==> src/stwq_pkg.sv <==
package stwq_pkg;

  // Field widths of one beat
  localparam int CMD_W  = 2;
  localparam int ID_W   = 32;
  localparam int TIME_W = 64;
  localparam int IDX_W  = 8;
  localparam int STAT_W = 3;
  localparam int OCNT_W = 9;

  typedef enum logic [CMD_W-1:0] {
    CMD_INSERT = 2'd0,
    CMD_POP    = 2'd1,
    CMD_REMOVE = 2'd2,
    CMD_READ   = 2'd3
  } cmd_t;

  localparam logic [STAT_W-1:0] ST_DONE     = 3'd0;
  localparam logic [STAT_W-1:0] ST_FULL     = 3'd1;
  localparam logic [STAT_W-1:0] ST_NONE     = 3'd2;
  localparam logic [STAT_W-1:0] ST_NOTFOUND = 3'd3;
  localparam logic [STAT_W-1:0] ST_RANGE    = 3'd4;

  // What every cell does on each clock edge
  typedef enum logic [2:0] {
    ACT_HOLD,    // keep contents
    ACT_INSERT,  // open a slot and take the new entry
    ACT_SHIFT,   // every cell takes its right neighbor (pop head)
    ACT_MARK,    // load match flag and id copy for a sweep
    ACT_STEP,    // one doubling step of the sweep
    ACT_DROP     // cells at or after the first match take right neighbor
  } act_t;

  typedef struct packed {
    act_t              act;
    logic [TIME_W-1:0] deadline;
    logic [ID_W-1:0]   task_id;
    logic              take;
  } cell_ctl_t;

endpackage

==> src/stwq_cell.sv <==
module stwq_cell import stwq_pkg::*; (
  input  logic              clk,
  input  cell_ctl_t         ctl,
  input  logic              occupied,
  input  logic              left_move,
  input  logic [TIME_W-1:0] left_dl,
  input  logic [ID_W-1:0]   left_id,
  input  logic [TIME_W-1:0] right_dl,
  input  logic [ID_W-1:0]   right_id,
  input  logic              far_found,
  input  logic [ID_W-1:0]   far_tmp,
  output logic [TIME_W-1:0] dl,
  output logic [ID_W-1:0]   id,
  output logic              move,
  output logic              found,
  output logic [ID_W-1:0]   tmp
);

  logic [TIME_W-1:0] dl_r;
  logic [ID_W-1:0]   id_r;
  logic              found_r;
  logic [ID_W-1:0]   tmp_r;

  // On insert this cell gives way when empty or holding a later deadline
  assign move  = !occupied || (dl_r > ctl.deadline);
  assign dl    = dl_r;
  assign id    = id_r;
  assign found = found_r;
  assign tmp   = tmp_r;

  always_ff @(posedge clk) begin
    case (ctl.act)
      ACT_INSERT: begin
        if (move) begin
          if (!left_move) begin
            dl_r <= ctl.deadline;
            id_r <= ctl.task_id;
          end else begin
            dl_r <= left_dl;
            id_r <= left_id;
          end
        end
      end
      ACT_SHIFT: begin
        dl_r <= right_dl;
        id_r <= right_id;
      end
      ACT_MARK: begin
        found_r <= occupied && (id_r == ctl.task_id);
        tmp_r   <= id_r;
      end
      ACT_STEP: begin
        // found spreads toward the tail, the id copy moves toward the head
        found_r <= found_r | far_found;
        if (ctl.take) tmp_r <= far_tmp;
      end
      ACT_DROP: begin
        if (found_r) begin
          dl_r <= right_dl;
          id_r <= right_id;
        end
      end
      default: begin
      end
    endcase
  end

endmodule

==> config.mk <==
export PLATFORM = sky130hd
export DESIGN_NAME = stwq_cell
export DESIGN_NICKNAME = d
export VERILOG_FILES = /design/src/stwq_pkg.sv /design/src/stwq_cell.sv
export SDC_FILE = /design/constraint.sdc
export NUM_CORES = 1
export LEC_CHECK = 0
export BUFFER_PORTS_ARGS = -buffer_cell sky130_fd_sc_hd__buf_2
export CORE_AREA = 2 2 178 180
export DETAILED_ROUTE_END_ITERATION = 12
export DIE_AREA = 0 0 180 182
export PLACE_DENSITY = 0.6
export SYNTH_ARGS = -nofsm -noshare
export SYNTH_HDL_FRONTEND = slang
export SYNTH_SLANG_ARGS = --single-unit
==> constraint.sdc <==
create_clock -name clk -period 10.6 [get_ports clk]
set_input_delay 0 -clock clk [delete_from_list [all_inputs] [get_ports clk]]
set_output_delay 0 -clock clk [all_outputs]
set_load 0.05 [all_outputs]
==> metrics.txt, run 1 <==
status=complete, no violations; Worst EP required=approximately 11 ns; # DRC=0; Synth Area in Adders=0.09690; Ys Warns=0; min Tclk post-route=around 3.7 ns; Clock transition at path regs=about 0.060 ns; area share of the largest cell type after synthesis=0.4687; post-synthesis compound-gate area fraction=0.1016; Internal=about 1300 uW; max-cap viol count=0; leading post-synthesis cells by cell area=edfxtp_1, mux2i_1, ha_1, a21oi_1, nor2_1; Startpoint Class=flip-flop; Num Clock Sinks=between 100 and 150; CP Class=reg2reg; peak supply drop=around 0.000082 V; Hold Fails Final Rpt=0; Worst Hold Class=in2reg; arrival time of the worst setup path=between 3 and 4 ns; FF-to-FF Start=dl[59]$_DFFE_PP_; largest net degree at the start of global routing=84; Synth cell types=44; Seq pwr share=0.347; clock root cell=clkbuf_16; R2R Setup Slk=6.93 ns; Register-to-Register Path Depth=9; # resized after CTS=0; CP Cell Sequence=ha_1 > nand4_1 > nor4_1 > nand4_1 > a31oi_1 > or4_1 > o21ai_2 > o41ai_4 > buf_4; Max Root-Sink Buffers=2; Tcrit/Tclk final=0.3463; crit-path max FO=68; initial core utilization=0.2667; fmax=between 0.2 and 0.3 GHz; GRT overflow=0; vias per cell=roughly 4.7; DP Wirelength=between 20000 and 25000 um; PwrDens=between 100 and 150 nW/um^2; Worst-Skew Late Latency=0.43 ns; post-synthesis cell area=8264 um^2; setup_tns=0 ns; syn avg cell area=about 11 um^2; FFs w/ async S/R, synth=0; nets=around 1800; first-pass GRT wire length=roughly 49000 um; Seq/Total Area, Yosys=0.4687; CTS tree=built; fraction of layout cells with a size suffix above 1=0.3720; largest family of logic cells by synthesized area=multiplexers; Clock H-tree levels=4; crit-path max cell delay=roughly 0.74 ns; Critical R2R Capture=dl[4]$_DFFE_PP_; Port Buffers=around 460; capturing element type of the critical path=flip-flop; Critical Path End=dl[4]$_DFFE_PP_; max-slew violations=0; via count=between 8000 and 9000; gr usage total=0.1962; Fin Clk Skew=0.009999 ns; Core Area=between 30000 and 40000 um^2; Slew headroom=0.3153; Comb power frac=0.279; drt initial violations=between 400 and 500; number of synthesized flops with an enable pin=129; Place WS=a little under 7 ns; Crit-path slowest cell=nor4_1; crit path launch=dl[59]$_DFFE_PP_; Simple-Gate Fraction of Synth Area=0.09084; initial antenna violation count=5; Post-Syn Nets=between 1000 and 1500; Sw Share=0.3035; Die Ht=approximately 180 um; Net Sw Power=between 500 and 600 uW; Row Count=65; worst slew pin tran=between 1 and 1.5 ns; clock share of power=0.374; cell leakage power=roughly 0.0064 uW; number of setup violations in the final report=0; post-synthesis xor/xnor area fraction=0.03391; Layout area overhead=66.68%; CP dominant cell by count=nand4_1; Die Span X=between 150 and 200 um; RePlAce Congestion=0.9237; drt wl/cell=18.00 um; Synth Instances=771; post-synthesis mux area share=0.1599; die area=between 30000 and 40000 um^2; ys flop type=edfxtp_1; Final WS setup=6.929 ns; #FFs+latches synth=~130; Yosys top cell by area=edfxtp_1; Num CTS Buffers=17; vias in the first global route=approximately 8600; drt total wl=around 33000 um; ANT nets after route=0; Top Ports=458; router iterations before antenna repair=6; unrepaired setup endpoints after global routing=false
## kinds of logic after synthesis
| kind of cell | count (synthesis) |
|---|---|
| simple gates | 164 |
| compound gates | 151 |
| flops | 129 |
| mux | 128 |
| buf+inv | 103 |
| fa+ha+maj | 64 |
| xor+xnor | 32 |
## sequential cells by signal (all words and copies together), names as in the netlist
register  flops
found         1
id           32
tmp          32
dl           64
## metal layers
layer / part of all wire / global-route usage / wire length, um
met3: 0.069 / 0.05215 / 2281
met1: 0.41 / 0.2398 / 13600
met4: 0.023 / 0.06244 / 762
met2: 0.50 / 0.3364 / 16600
met5: 0.00027 / 0 / 9
## cell usage in the layout (no fill, tap or decap), types with 10 or more instances in the layout
master	Yosys	layout
a21oi_1	119	118
buf_2	9	456
clkbuf_16	0	17
dlygate4sd3_1	0	211
edfxtp_1	129	129
ha_1	64	64
inv_1	67	67
mux2_2	32	32
mux2i_1	96	96
nand2_1	10	10
nand4_1	22	22
nor2_1	104	104
xnor2_1	18	18
xor2_1	14	14
## power groups by stage
stage	registers, uW	clock network (uW)	logic, uW
6_report	634	682	509
5_1_grt	638	719	548
4_1_cts	634	696	507
3_5_place_dp	645	0	420
3_3_place_gp	642	0	417
2_1_floorplan	757	0	152
## worst min path at each step
stage	slack [ns]	end	depth (start not counted)	startpoint
after floorplan	0.21	found$_DFFE_PP_	2	far_found
after global placement	0.30	tmp[22]$_DFFE_PP_	2	far_tmp[22]
after detailed placement	0.31	tmp[29]$_DFFE_PP_	2	far_tmp[29]
after CTS	0.004	dl[24]$_DFFE_PP_	3	left_dl[24]
after global routing	0.01	dl[52]$_DFFE_PP_	3	left_dl[52]
final	0.02	dl[52]$_DFFE_PP_	3	left_dl[52]
## timing repair
item	in CTS	in global routing
hold buffers	211	0
endpoints found under the hold margin	128	0
setup buffers	0	0
## final cells by class
cell class	count	area, um^2
fillers	3013	17210
repair buffers	675	4458
multi-input cells	539	4015
flip-flops and latches	129	3874
well taps	402	503.0
clock buffers	18	429.2
inverters	67	251.5
clock inverters	13	234.0
diodes	4	10.01
## synth_stat cells (5+ instances only)
cell and count:
nor2_1 104, nand3_1 5, a21o_1 7, xnor2_1 18
nand2_1 10, a21oi_1 119, ha_1 64, xor2_1 14
o21ai_0 7, clkbuf_1 27, mux2i_1 96, nor2b_1 5
mux2_2 32, nand4_1 22, buf_2 9, inv_1 67
nor4_1 7, edfxtp_1 129
## critical path, delay by kind of cell, from the launching register on
kind	cells	cell delay (ns)
AOI/OAI and AO/OA	3	0.48
DFF	1	0.39
and+or+nand+nor	4	1.23
adders and majority gates	1	0.32
buffers and inverters	1	0.74
## per-stage QoR
step / cells / utilization / hold WS, ns / total power [uW] / instance area (um^2)
after floorplan: 771 / - / 0.2091 / 908.6 / 8264
after global placement: 1601 / 0.3547 / 0.3020 / 1060 / 10990
after detailed placement: 1601 / 0.3547 / 0.3057 / 1065 / 10990
after CTS: 1843 / 0.4442 / 0.004257 / 1837 / 13760
after global routing: 1847 / 0.4445 / 0.01023 / 1905 / 13770
final: 1847 / 0.4445 / 0.01526 / 1825 / 13770
Note: power is estimated with default switching activity, not from simulation.
==> run 2, diff against run 1 <==
--- a/config.mk
+++ b/config.mk
@@ -5,11 +5,12 @@
 export SDC_FILE = /design/constraint.sdc
 export NUM_CORES = 1
 export LEC_CHECK = 0
+export ABC_AREA = 1
 export BUFFER_PORTS_ARGS = -buffer_cell sky130_fd_sc_hd__buf_2
-export CORE_AREA = 2 2 178 180
+export CORE_AREA = 2 2 177 179
 export DETAILED_ROUTE_END_ITERATION = 12
-export DIE_AREA = 0 0 180 182
-export PLACE_DENSITY = 0.6
+export DIE_AREA = 0 0 179 181
+export PLACE_DENSITY = 0.62
 export SYNTH_ARGS = -nofsm -noshare
 export SYNTH_HDL_FRONTEND = slang
 export SYNTH_SLANG_ARGS = --single-unit
==> constraint.sdc (replaced) <==
create_clock -name clk -period 3.5 [get_ports clk]
set_input_delay 0 -clock clk [delete_from_list [all_inputs] [get_ports clk]]
set_output_delay 0 -clock clk [all_outputs]
set_load 0.05 [all_outputs]
==> metrics.txt, run 2 <==
unrepaired setup endpoints after global routing=false (unchanged); Place WS=0.7797 ns (was 6.889 ns); Synth Instances=1116 (was 771); Tcrit/Tclk final=0.7715 (was 0.3463); Top Ports=458 (unchanged); Post-CTS Setup Inserts=0 (unchanged); min Tclk post-route=2.700 ns (was 3.671 ns); PwrDens=385.5 nW/um^2 (was 132.5 nW/um^2); via count=10077 (was 8633); Max Root-Sink Buffers=2 (unchanged); Seq/Total Area, Yosys=0.4501 (was 0.4687); nets=2155 (was 1821); Die Ht=181 um (was 182 um); Worst Hold Class=in2reg (unchanged); Worst EP required=3.58 ns (was 10.65 ns); peak supply drop=0.0002529 V (was 0.00008178 V); drt wl/cell=15.63 um (was 18.00 um); first-pass GRT wire length=50640 um (was 49070 um); capturing element type of the critical path=flip-flop (unchanged); Layout area overhead=62.35% (was 66.68%); # resized after CTS=0 (unchanged); # DRC=0 (unchanged); status=complete, no violations (unchanged); die area=32400 um^2 (was 32760 um^2); Hold Fails Final Rpt=0 (unchanged); hold_buf cts=201 (was 211); max-cap viol count=0 (unchanged); Row Count=64 (was 65); drt initial violations=486 (unchanged); Die Span X=179 um (was 180 um); max reg flops=64 (unchanged); Post-Syn Nets=1508 (was 1163); Yosys top cell by area=edfxtp_1 (unchanged); vias in the first global route=9920 (was 8586); initial core utilization=0.2836 (was 0.2667); Worst-Skew Late Latency=0.42 ns (was 0.43 ns); vias per cell=4.640 (was 4.674); largest net degree at the start of global routing=58 (was 84); gr usage total=0.2018 (was 0.1962); area share of the largest cell type after synthesis=0.4501 (was 0.4687); Core Area=30350 um^2 (was 30990 um^2); router iterations before antenna repair=5 (was 6); syn avg cell area=7.712 um^2 (was 10.72 um^2); Final WS setup=0.7998 ns (was 6.929 ns); Port Buffers=457 (unchanged); RePlAce Congestion=0.8871 (was 0.9237); Clock transition at path regs=0.06 ns (about the same); DP Wirelength=25230 um (was 24970 um); max-slew violations=0 (unchanged); CTS tree=built (unchanged); Fin Clk Skew=0.01587 ns (was 0.009999 ns); Slew headroom=0.3143 (was 0.3153); crit-path max FO=51 (was 68); leading cell types in the layout, fill and taps excluded=nand2_1, buf_2, dlygate4sd3_1 (was buf_2, dlygate4sd3_1, edfxtp_1); setup_tns=0 ns (unchanged); Num Clock Sinks=129 (unchanged); cell leakage power=0.007126 uW (was 0.006429 uW); Ys Warns=0 (unchanged); fmax=0.3703 GHz (was 0.2724 GHz); CP Class=reg2reg (unchanged); FFs w/ async S/R, synth=0 (unchanged); drt total wl=33940 um (was 33250 um); Final Power=5387 uW (was 1825 uW); number of setup violations in the final report=0 (unchanged); post-synthesis cell area=8607 um^2 (was 8264 um^2); Synth cell types=25 (was 44); leading post-synthesis cells by cell area=edfxtp_1, nand2_1, ha_1, o21ai_0, inv_1 (was edfxtp_1, mux2i_1, ha_1, a21oi_1, nor2_1); arrival time of the worst setup path=2.78 ns (was 3.72 ns); fraction of layout cells with a size suffix above 1=0.2918 (was 0.3720); ys flop type=edfxtp_1 (unchanged); Clock H-tree levels=4 (unchanged); Startpoint Class=flip-flop (unchanged); worst slew pin tran=1.025 ns (was 1.027 ns); GRT overflow=0 (unchanged); ANT nets after route=0 (unchanged); most frequent cell after synthesis=nand2_1 (was edfxtp_1); Num CTS Buffers=17 (unchanged); Synth top cells by count=nand2_1, edfxtp_1, o21ai_0, inv_1, ha_1 (was edfxtp_1, a21oi_1, nor2_1, mux2i_1, inv_1); clock root cell=clkbuf_16 (unchanged); #FFs+latches synth=129 (unchanged); commonest non-fill, non-tap cell in the layout=nand2_1 (was buf_2); number of synthesized flops with an enable pin=129 (unchanged); initial antenna violation count=1 (was 5)
==> run 2: changes by cell type after synthesis, moves of 13 or more <==
cell / delta
o21ai_0: +119
mux2i_1: -96
a21oi_1: -88
nor2_1: -82
nand2_1: +496
mux2_2: -25
inv_1: +53
xnor2_1: -13
==> run 2: layer usage <==
metal,GRT usage,part of all wire
met1,0.2222,0.39
met2,0.3634,0.49
met3,0.03662,0.070
met4,0.1076,0.048
met5,0,0
==> run 2: logic make-up (layout without fill, tap and decap cells) <==
logic type      Yosys count  in the layout  synth area share
compound gates          173            173            0.1052
xor+xnor                 12             12           0.01221
fa+ha+maj                64             64           0.09304
buf+inv                 171            830           0.07879
flops                   129            129            0.4501
mux                       7              7          0.009159
other cells               0              1                 0
simple gates            560            560            0.2515
==> run 2: worst max-delay path, stage by stage (launching register included) <==
cell and delay (ns):
edfxtp_1 0.39, ha_1 0.30, nand2_1 0.06, nor4_1 0.46, nand2_1 0.13, nor2_1 0.23
nand2_1 0.08, nand2_1 0.06, nand2_1 0.07, nand3_1 0.07, nand2_1 0.08, clkinvlp_4 0.12
buf_12 0.28
==> run 2: final timing paths <==
path,startpoint,to,slack [ns],depth (start not counted)
max,dl[49]$_DFFE_PP_,dl[48]$_DFFE_PP_,0.80,12
min,left_dl[6],dl[6]$_DFFE_PP_,0.01,5
min reg2reg,id[4]$_DFFE_PP_,tmp[4]$_DFFE_PP_,0.59,2
max reg2reg,dl[49]$_DFFE_PP_,dl[48]$_DFFE_PP_,0.80,12
==> run 2: power breakdown <==
group	internal (uW)	switching (uW)	leakage, uW
Sequential	1860	62.9	0.00122
Clock	1140	755	0.000290
Combinational	623	954	0.00561
==> run 2: area by class of cell <==
| type | instances | area [um^2] |
|---|---|---|
| clock inverters | 13 | 177.7 |
| clock buffers | 18 | 429.2 |
| flip-flops and latches | 129 | 3874 |
| diodes | 1 | 2.502 |
| repair buffers | 674 | 4459 |
| fillers | 2968 | 16380 |
| inverters | 125 | 474.2 |
| multi-input cells | 816 | 4061 |
| well taps | 396 | 495.5 |
==> run 2: through the flow <==
step	std cells	instance area, um^2	hold slack [ns]	utilization
floorplan	1116	8611	0.1855	-
detailed placement	1939	11350	0.2739	0.3741
global route	2172	13970	0.01429	0.4604
CTS	2171	13970	0.001092	0.4603
finish	2172	13970	0.01372	0.4604
global placement	1939	11350	0.2709	0.3741
==> run 3, diff against run 2 <==
--- a/config.mk
+++ b/config.mk
@@ -5,11 +5,11 @@
 export SDC_FILE = /design/constraint.sdc
 export NUM_CORES = 1
 export LEC_CHECK = 0
-export ABC_AREA = 1
+export ABC_AREA = 0
 export BUFFER_PORTS_ARGS = -buffer_cell sky130_fd_sc_hd__buf_2
-export CORE_AREA = 2 2 177 179
+export CORE_AREA = 2 2 178 180
 export DETAILED_ROUTE_END_ITERATION = 12
-export DIE_AREA = 0 0 179 181
+export DIE_AREA = 0 0 180 182
 export PLACE_DENSITY = 0.62
 export SYNTH_ARGS = -nofsm -noshare
 export SYNTH_HDL_FRONTEND = slang
==> constraint.sdc (replaced) <==
create_clock -name clk -period 2.2 [get_ports clk]
set_input_delay 0 -clock clk [delete_from_list [all_inputs] [get_ports clk]]
set_output_delay 0 -clock clk [all_outputs]
set_load 0.05 [all_outputs]
==> metrics.txt, run 3 (synthesis results as in run 1) <==
fraction of layout cells with a size suffix above 1=0.4176 (was 0.2918); DP Wirelength=24880 um (was 25230 um); filler cell count=2861 (was 2968); Fin Clk Skew=0.01470 ns (was 0.01587 ns); router iterations before antenna repair=5 (unchanged); worst slew pin tran=0.5359 ns (was 1.025 ns); drt total wl=33880 um (was 33940 um); RePlAce Congestion=0.9290 (was 0.8871); drt wl/cell=17.88 um (was 15.63 um); gr busiest metal=met2 (unchanged); Hold Fails Final Rpt=0 (unchanged); Row Count=65 (was 64); nets=1871 (was 2155); min Tclk post-route=2.954 ns (was 2.700 ns); M1 GR Usage=0.2218 (was 0.2222); ANT nets after route=0 (unchanged); status=finished, violations left (was complete, no violations); clock share of power=0.353 (was 0.351); drt initial violations=333 (was 486); via count=8725 (was 10077); Core Area=30990 um^2 (was 30350 um^2); gr usage total=0.1978 (was 0.2018); Port Buffers=457 (unchanged); Sw Share=0.3134 (was 0.3289); fmax=0.3385 GHz (was 0.3703 GHz); hold slack=0.01638 ns (was 0.01372 ns); Clock transition at path regs=0.06 ns (about the same); capturing element type of the critical path=flip-flop (unchanged); Tcrit/Tclk final=1.343 (was 0.7715); Net Sw Power=2757 uW (was 1772 uW); unrepaired setup endpoints after global routing=true (was false); vias per cell=4.604 (was 4.640); Die Span X=180 um (was 179 um); crit path launch=dl[15]$_DFFE_PP_ (was dl[49]$_DFFE_PP_); cell leakage power=0.006743 uW (was 0.007126 uW); Worst Hold Class=in2reg (unchanged); Final WS setup=-0.7540 ns (was 0.7998 ns); R2R Setup Slk=-0.75 ns (was 0.80 ns); vias in the first global route=9087 (was 9920); arrival time of the worst setup path=3.07 ns (was 2.78 ns); met2 GRT Util=0.3683 (was 0.3634); Layout area overhead=74.49% (was 62.35%); M3 GR Usage=0.03710 (was 0.03662); Seq pwr share=0.348 (was 0.356); Startpoint Class=flip-flop (unchanged); max reg flops=64 (unchanged); CP Class=reg2reg (unchanged); fin cells=1895 (was 2172); initial antenna violation count=2 (was 1); GRT overflow=0 (unchanged); leading cell types in the layout, fill and taps excluded=buf_2, dlygate4sd3_1, edfxtp_1 (was nand2_1, buf_2, dlygate4sd3_1); peak supply drop=0.0004730 V (was 0.0002529 V); largest net degree at the start of global routing=105 (was 58); first-pass GRT wire length=49670 um (was 50640 um); PwrDens=610.0 nW/um^2 (was 385.5 nW/um^2); Clock H-tree levels=4 (unchanged); Worst EP required=2.31 ns (was 3.58 ns); FF-to-FF Start=dl[15]$_DFFE_PP_ (was dl[49]$_DFFE_PP_); placed cell count=1658 (was 1939); clock root cell=clkbuf_16 (unchanged); max-cap viol count=0 (unchanged); # DRC=0 (unchanged); Critical R2R Capture=dl[44]$_DFFE_PP_ (was dl[48]$_DFFE_PP_); Critical Path End=dl[44]$_DFFE_PP_ (was dl[48]$_DFFE_PP_); Slew headroom=0.6427 (was 0.3143); Internal=6040 uW (was 3615 uW); Top Ports=458 (unchanged); Max Root-Sink Buffers=2 (unchanged); initial core utilization=0.2667 (was 0.2836); die area=32760 um^2 (was 32400 um^2); Num CTS Buffers=17 (unchanged); crit-path max FO=17 (was 51); Comb power frac=0.300 (was 0.293); number of setup violations in the final report=97 (was 0); failing checks=negative setup slack; CTS tree=built (unchanged); Die Ht=182 um (was 181 um); Num Clock Sinks=129 (unchanged); commonest non-fill, non-tap cell in the layout=buf_2 (was nand2_1); max-slew violations=0 (unchanged); Worst-Skew Late Latency=0.42 ns (about the same); Register-to-Register Path Depth=10 (was 12)
run 3: layout make-up:
type | instances | area, um^2 | area share
Tap cell | 402 | 503.0 | 0.03488
Clock inverter | 15 | 206.4 | 0.01432
Antenna cell | 1 | 2.502 | 0.0001735
Clock buffer | 17 | 425.4 | 0.02950
Inverter | 67 | 254.0 | 0.01761
Sequential cell | 129 | 3874 | 0.2686
Timing Repair Buffer | 725 | 4986 | 0.3458
Multi-Input combinational cell | 539 | 4169 | 0.2891
run 3: power by group through the flow:
stage	registers, uW	clock network, uW	logic, uW
2_1_floorplan	3640	0	737
3_3_place_gp	3100	0	2140
3_5_place_dp	3110	0	2160
4_1_cts	3060	3190	2570
5_1_grt	3080	3290	2830
6_report	3060	3100	2640
run 3: worst min path at each step:
stage,cells past startpoint,slack [ns],startpoint,endpoint
2_1_floorplan,2,0.21,far_found,found$_DFFE_PP_
3_3_place_gp,2,0.30,far_tmp[11],tmp[11]$_DFFE_PP_
3_5_place_dp,2,0.31,far_tmp[5],tmp[5]$_DFFE_PP_
4_1_cts,3,0.00001,left_dl[3],dl[3]$_DFFE_PP_
5_1_grt,3,0.01,right_dl[58],dl[58]$_DFFE_PP_
6_report,3,0.02,left_dl[39],dl[39]$_DFFE_PP_
run 3: layer usage:
metal / part of all wire / routed length (um)
met5: 0 / 0
met4: 0.031 / 1064
met2: 0.52 / 17520
met3: 0.052 / 1762
met1: 0.40 / 13540
run 3: per-stage QoR:
step           area, um^2  setup TNS [ns]  setup slack [ns]  total power [uW]  utilization
2_1_floorplan        8294         -323.93            -3.371              4374            -
3_3_place_gp        11550          -71.47           -0.7619              5238       0.3729
3_5_place_dp        11550          -79.99           -0.8659              5264       0.3729
4_1_cts             14240          -72.65           -0.7660              8817       0.4595
5_1_grt             14420          -84.51           -0.9023              9197       0.4654
6_report            14420          -70.30           -0.7540              8797       0.4654
run 3: timing repair:
item | CTS | global route
cloned | 1 | 2
resized for setup | 12 | 12
hold buffers | 195 | 0
pin swaps | 9 | 6
setup endpoints to repair | 97 | 97
endpoints found under the hold margin | 127 | 0
buffers inserted | 3 | 5
run 3: critical path: stages, from the launching register on:
cell	delay, ns
edfxtp_1	0.44
ha_4	0.32
nand4_1	0.19
a2111o_1	0.49
a31oi_1	0.20
or4_1	0.15
o21ai_2	0.06
buf_4	0.14
o41ai_4	0.24
buf_6	0.23
buf_12	0.18
